--- config.mk ---
export PLATFORM = sky130hd
export DESIGN_NAME = arl_search
export DESIGN_NICKNAME = d
export VERILOG_FILES = /design/src/design/arl_pkg.sv /design/src/design/arl_search.sv
export VERILOG_INCLUDE_DIRS = /design/src /design/src/design
export SDC_FILE = /design/constraint.sdc
export NUM_CORES = 1
export LEC_CHECK = 0
export CAP_MARGIN = 20
export CORE_MARGIN = 2
export CORE_UTILIZATION = 50
export DETAILED_ROUTE_END_ITERATION = 16
export DONT_BUFFER_PORTS = 1
export GPL_ROUTABILITY_DRIVEN = 0
export RECOVER_POWER = 25
export SYNTH_ARGS = -nofsm -noshare
export SYNTH_HDL_FRONTEND = slang
export SYNTH_SLANG_ARGS = --single-unit
export TNS_END_PERCENT = 10
--- constraint.sdc ---
create_clock -name clock -period 7.9 [get_ports clock]
set_input_delay 1.58 -clock clock [delete_from_list [all_inputs] [get_ports clock]]
set_output_delay 1.58 -clock clock [all_outputs]
set_load 0.03 [all_outputs]
--- src/design/address_range_lookup_defines.svh ---
// Assertion macros shared by the address range lookup RTL.
`ifndef ADDRESS_RANGE_LOOKUP_DEFINES_SVH
`define ADDRESS_RANGE_LOOKUP_DEFINES_SVH

`ifndef SYNTHESIS

// Checked on every rising clock edge outside reset.
`define ARL_ASSERT(lbl, prop, msg) \
   lbl: assert property (@(posedge clock) disable iff (reset) (prop)) else $error(msg);

// Checked on every rising clock edge, reset included.
`define ARL_ASSERT_ALWAYS(lbl, prop, msg) \
   lbl: assert property (@(posedge clock) (prop)) else $error(msg);

`else

`define ARL_ASSERT(lbl, prop, msg)

`define ARL_ASSERT_ALWAYS(lbl, prop, msg)

`endif

`endif

--- src/design/arl_pkg.sv ---
// Package with the types and constants of the address range lookup.
package arl_pkg;

   // Table geometry.
   localparam int TABLE_DEPTH = 65536;
   localparam int IDX_W       = $clog2(TABLE_DEPTH);
   localparam int COUNT_W     = IDX_W + 1;

   // Field widths.
   localparam int ADDR_W      = 32;
   localparam int CODE_W      = 16;
   localparam int FLAG_W      = 8;
   localparam int SLOT_W      = 16;

   // Configuration port.
   localparam int COUNT_REG_W = 17;
   localparam int CSR_INDEX_W = 2;
   localparam int CSR_DATA_W  = COUNT_REG_W;

   localparam logic [CSR_INDEX_W-1:0] CSR_ENTRY_COUNT  = 2'd0;
   localparam logic [CSR_INDEX_W-1:0] CSR_UNKNOWN_FLAG = 2'd1;

   localparam logic [FLAG_W-1:0] UNKNOWN_FLAG_RESET = 8'd53;

   // Transaction operation codes.
   localparam logic OP_WRITE  = 1'b0;
   localparam logic OP_LOOKUP = 1'b1;

   // One stored table entry.
   typedef struct packed {
      logic [ADDR_W-1:0] range_start;
      logic [ADDR_W-1:0] range_end;
      logic [CODE_W-1:0] region;
      logic [CODE_W-1:0] territory;
      logic [FLAG_W-1:0] flag;
   } arl_entry_type;

   // Read request from the search sequencer to the table memory.
   typedef struct packed {
      logic             enable;
      logic [IDX_W-1:0] addr;
   } arl_rd_req_type;

   // One lookup result.
   typedef struct packed {
      logic              found;
      logic [SLOT_W-1:0] match_index;
      logic [CODE_W-1:0] region;
      logic [CODE_W-1:0] territory;
      logic [FLAG_W-1:0] flag;
   } arl_result_type;

endpackage

--- src/design/arl_search.sv ---
// Binary search sequencer that probes the range table one entry per cycle.
`include "address_range_lookup_defines.svh"

module arl_search (
   input  logic                           clock,
   input  logic                           reset,
   input  logic                           start,
   input  logic [arl_pkg::ADDR_W-1:0]     address,
   input  logic [arl_pkg::COUNT_W-1:0]    entry_count,
   input  logic [arl_pkg::FLAG_W-1:0]     unknown_flag,
   output arl_pkg::arl_rd_req_type        rd_req,
   input  arl_pkg::arl_entry_type         rd_entry,
   output logic                           busy,
   output logic                           res_valid,
   output arl_pkg::arl_result_type        result,
   input  logic                           res_take
);

   import arl_pkg::*;

   typedef enum logic [3:0] {
      S_IDLE  = 4'b0001,
      S_SETUP = 4'b0010,
      S_PROBE = 4'b0100,
      S_DONE  = 4'b1000
   } arl_state_type;

   // Midpoint of the window [lo, hx), rounded down.
   function automatic logic [IDX_W-1:0] probe_point(input logic [COUNT_W-1:0] lo,
                                                    input logic [COUNT_W-1:0] hx);
      logic [COUNT_W-1:0] span;
      span = hx - lo - COUNT_W'(1);
      return IDX_W'(lo + (span >> 1));
   endfunction

   arl_state_type        state_ff, state_in;
   logic [ADDR_W-1:0]    address_ff, address_in;
   logic [COUNT_W-1:0]   low_ff, low_in;
   logic [COUNT_W-1:0]   hix_ff, hix_in;
   logic [IDX_W-1:0]     mid_ff, mid_in;
   logic                 found_ff, found_in;

   logic [COUNT_W-1:0]   mid_ext;
   logic [COUNT_W-1:0]   mid_next;
   logic                 hit;
   logic                 below;
   logic [IDX_W-1:0]     left_mid;
   logic [IDX_W-1:0]     right_mid;
   logic                 left_more;
   logic                 right_more;

   // The next midpoint for either direction is prepared while the probe compares.
   always_comb begin
      mid_ext    = COUNT_W'(mid_ff);
      mid_next   = mid_ext + COUNT_W'(1);
      hit        = (address_ff >= rd_entry.range_start) && (address_ff <= rd_entry.range_end);
      below      = address_ff < rd_entry.range_start;
      left_mid   = probe_point(low_ff, mid_ext);
      right_mid  = probe_point(mid_next, hix_ff);
      left_more  = low_ff < mid_ext;
      right_more = mid_next < hix_ff;
   end

   always_comb begin
      state_in   = state_ff;
      address_in = address_ff;
      low_in     = low_ff;
      hix_in     = hix_ff;
      mid_in     = mid_ff;
      found_in   = found_ff;
      rd_req.enable = 1'b0;
      unique case (state_ff)
         S_IDLE: begin
            if (start) begin
               address_in = address;
               low_in     = '0;
               hix_in     = entry_count;
               found_in   = 1'b0;
               state_in   = S_SETUP;
            end
         end
         S_SETUP: begin
            if (low_ff < hix_ff) begin
               mid_in        = probe_point(low_ff, hix_ff);
               rd_req.enable = 1'b1;
               state_in      = S_PROBE;
            end else begin
               state_in = S_DONE;
            end
         end
         S_PROBE: begin
            if (hit) begin
               found_in = 1'b1;
               state_in = S_DONE;
            end else if (below) begin
               hix_in = mid_ext;
               if (left_more) begin
                  mid_in        = left_mid;
                  rd_req.enable = 1'b1;
               end else begin
                  state_in = S_DONE;
               end
            end else begin
               low_in = mid_next;
               if (right_more) begin
                  mid_in        = right_mid;
                  rd_req.enable = 1'b1;
               end else begin
                  state_in = S_DONE;
               end
            end
         end
         S_DONE: begin
            if (res_take) begin
               state_in = S_IDLE;
            end
         end
         default: begin
            state_in = S_IDLE;
         end
      endcase
      rd_req.addr = mid_in;
   end

   always_ff @(posedge clock) begin
      if (reset) begin
         state_ff <= S_IDLE;
      end else begin
         state_ff <= state_in;
      end
   end

   always_ff @(posedge clock) begin
      address_ff <= address_in;
      low_ff     <= low_in;
      hix_ff     <= hix_in;
      mid_ff     <= mid_in;
      found_ff   <= found_in;
   end

   // The payload of a hit comes straight from the held read data of the last probe.
   always_comb begin
      if (found_ff) begin
         result.found       = 1'b1;
         result.match_index = SLOT_W'(mid_ff);
         result.region      = rd_entry.region;
         result.territory   = rd_entry.territory;
         result.flag        = rd_entry.flag;
      end else begin
         result.found       = 1'b0;
         result.match_index = '0;
         result.region      = '0;
         result.territory   = '0;
         result.flag        = unknown_flag;
      end
   end

   assign busy      = (state_ff != S_IDLE);
   assign res_valid = (state_ff == S_DONE);

   `ARL_ASSERT(a_probe_in_window,
      (state_ff == S_PROBE) |-> ((low_ff <= mid_ext) && (mid_ext < hix_ff)),
      "probe index left the search window")
   `ARL_ASSERT(a_read_then_probe,
      rd_req.enable |=> (state_ff == S_PROBE),
      "table read issued without a following probe")

endmodule
==> results.yml <==
place:
  dp_hpwl_mm: 26.2
  post-place-ws_ns: 0.659
  numPortBuffers: 0
  placed_cell_area_um2: 11400
routing:
  vias: 9404
  wl_mm: 32.0
  wl_per_cell_um: 20.1
  drt_iter0_drc: 673
  postRouteAntennaNets: 0
  dr.pass1.iters: 5
  drc: 0
  viasPerCell: 5.89
grt:
  grt_pass1_vias: 8846
  grt-ovfl-total: 0
  grt_use_total_pct: 26.5
  grt_first_pass_wirelength_mm: 49.0
  grt_max_degree: 65
  antenna_found_initial: 0
synth:
  yosysTopAreaCellShare_pct: 21.7
  seq_area_frac_synth_pct: 21.8
  synth_nets: 1673
  synth_cell_types: 94
  synth_edf_count: 67
  synth-seq-cells: 87
  synthArstFlopShare_pct: 0
  yosysTopAreaCell: "ha_1"
  yosys-top-cells-area: "ha_1, edfxtp_1, inv_1"
  syn_inst: 1310
  yosysWarningCount: 0
  ys.flop_type: "edfxtp_1"
  netlist_area_um2: 11100
  syn_area_per_cell_um2: 8.44
run:
  maxCapViolations: 1
timing:
  finalCritPeriodShare_pct: 94.6
  hold_viol_final: 0
  rsz0062_at_grt: "no"
  period_needed_ns: 7.47
  tightest_slew_ns: 3.03
  finalSetupTns_ns: 0
  finClkSkew_ns: 0.00769
  finalSetupViolCount: 0
  layout_setup_ws_ns: 0.430
  fmax_ghz: 0.134
  hold_ws_ns: 0.624
  slew_headroom_pct: -102
  drv_slew: 65
finish:
  area_delta_synth_final_pct: 5.72
  insertedDiodeCount: 0
  final_nets: 1674
  drive_gt1_share_pct: 6.69
  finalInstanceArea_um2: 11700
floorplanning:
  dieArea_um2: 23300
  io_pins: 241
  start_util_pct: 50.8
  fp.dieH_um: 153
  rows: 54
  core_um2: 21800
  die_x_um: 153
pwr:
  power_density_nw_per_um2: 460
  ir_drop_mv: 0.259
  p_total_uw: 5380
  leakagePower_uw: 0.00553
clocking:
  insertion_delay_ns: 0.36
  clock-sinks: 87
  cts-root-buf: "clkbuf_16"
  cts.clk_slew.worst_paths_ns: 0.07
  cts.path.max_buffers: 2
  cts_buffers: 9
  cts_tree: "built"
  htreeDepth: 3
  cts_hold_buf: 0
worst_setup_path:
  cp.required_ns: 6.32
  cp-start-kind: "flip-flop"
  path_max_fanout: 15
  arrival_ns: 5.89
  critical_path_class: "flip-flop to primary output"
  worstSetupEndpointType: "primary output"
min_path:
  hp-class: "flip-flop to flip-flop"
status:
  outcome: "finished with violations"
  violations: "max-capacitance violations, max-slew violations"
==> cells by family (layout without fill, tap and decap cells) <==
kind of cell / after synthesis / after routing / synth area share [%]
simple gates: 371 / 371 / 17.7
compound gates: 366 / 366 / 22.3
fa+ha+maj: 198 / 198 / 22.8
buf+inv: 186 / 192 / 6.71
xor+xnor: 90 / 90 / 7.46
flops: 87 / 87 / 21.8
mux: 12 / 12 / 1.19
==> synthesized netlist by cell type (19+ instances only) <==
cell,number
a21o_1,50
a21oi_1,89
dfxtp_1,20
nand4_1,19
xor2_1,22
ha_1,192
and2_1,53
edfxtp_1,67
nor3_1,24
o21ai_0,66
nand2_1,82
inv_1,157
o21a_1,20
xnor2_1,64
nand3_1,28
nor2_1,82
==> metrics by stage <==
| stage | std cells | util, % |
|---|---|---|
| 2_1_floorplan | 1310 | - |
| 3_3_place_gp | 1578 | 52.3 |
| 3_5_place_dp | 1580 | 52.3 |
| 4_1_cts | 1596 | 53.7 |
| 5_1_grt | 1596 | 53.7 |
| 6_report | 1596 | 53.7 |
==> cell usage in the layout, fill, tap and decap left out, types with 10 or more instances in the layout <==
| master | n |
|---|---|
| a211oi_1 | 17 |
| a21o_1 | 50 |
| a21oi_1 | 89 |
| a31oi_1 | 11 |
| and2_1 | 53 |
| and3_1 | 11 |
| buf_4 | 13 |
| dfxtp_1 | 19 |
| edfxtp_1 | 67 |
| ha_1 | 191 |
| inv_1 | 157 |
| nand2_1 | 81 |
| nand2b_1 | 14 |
| nand3_1 | 28 |
| nand4_1 | 19 |
| nor2_1 | 82 |
| nor2b_1 | 10 |
| nor3_1 | 24 |
| o211ai_1 | 12 |
| o21a_1 | 20 |
| o21ai_0 | 64 |
| or2_2 | 11 |
| xnor2_1 | 64 |
| xor2_1 | 22 |
==> per-layer routing <==
metal / vias up / routed length, um / track usage, %
met1: 4366 / 15500 / 37.7
li1: 4714 / - / -
met3: 22 / 1880 / 4.32
met5: - / 0 / 0
met2: 302 / 14200 / 42.5
met4: 0 / 413 / 5.38
==> repair_timing <==
action | CTS | global route
endpoints found under the setup margin | 0 | 1
buffers inserted | 0 | 0
resized for setup | 0 | 2
==> area by class of cell <==
cell class,count,area [um^2]
clock buffer,9,225
clock inverter,7,78.8
fill,2132,10100
inverter,161,604
multi-input combinational,1037,7910
sequential,87,2410
tap,280,350
timing repair buffer,15,105
==> path summary, 6_finish.rpt <==
check / from / to / slack (ns) / cells past startpoint
worst max-delay path: mid_ff[2] / rd_req[15] / 0.43 / 18
worst min-delay path: state_ff[0] / state_ff[3] / 0.62 / 1
worst max register to register: mid_ff[2] / mid_ff[15] / 2.09 / 18
worst min register to register: state_ff[0] / state_ff[3] / 0.62 / 1
==> flip-flops by register name, indices dropped and copies added, names as in the netlist <==
| signal | count |
|---|---|
| address_ff | 32 |
| low_ff | 17 |
| hix_ff | 17 |
| mid_ff | 16 |
| found_ff | 1 |
| state_ff | 4 |
==> where the power goes <==
group	leakage (uW)	internal, uW	switching, uW
clock network	0.000151	250	210
registers	0.000810	580	138
logic	0.00457	1650	2550
total	0.00553	2480	2900
==> critical path: stages, from the launching register on <==
cell and delay, ns:
dfxtp_1 0.57, nand3_2 0.23, o21ai_0 0.34, nand2_1 0.20, ha_2 0.53, nand2_1 0.13
o22a_1 0.24, a31oi_1 0.25, o21ai_0 0.18, a41o_2 0.32, o21ai_0 0.27, xor2_1 0.18
ha_1 0.31, a21o_1 0.18, a221oi_1 0.40, a21oi_1 0.13, or3_1 0.37, a21oi_1 0.26
o221ai_1 0.43
No activity file was read; power rests on OpenSTA's default activity.
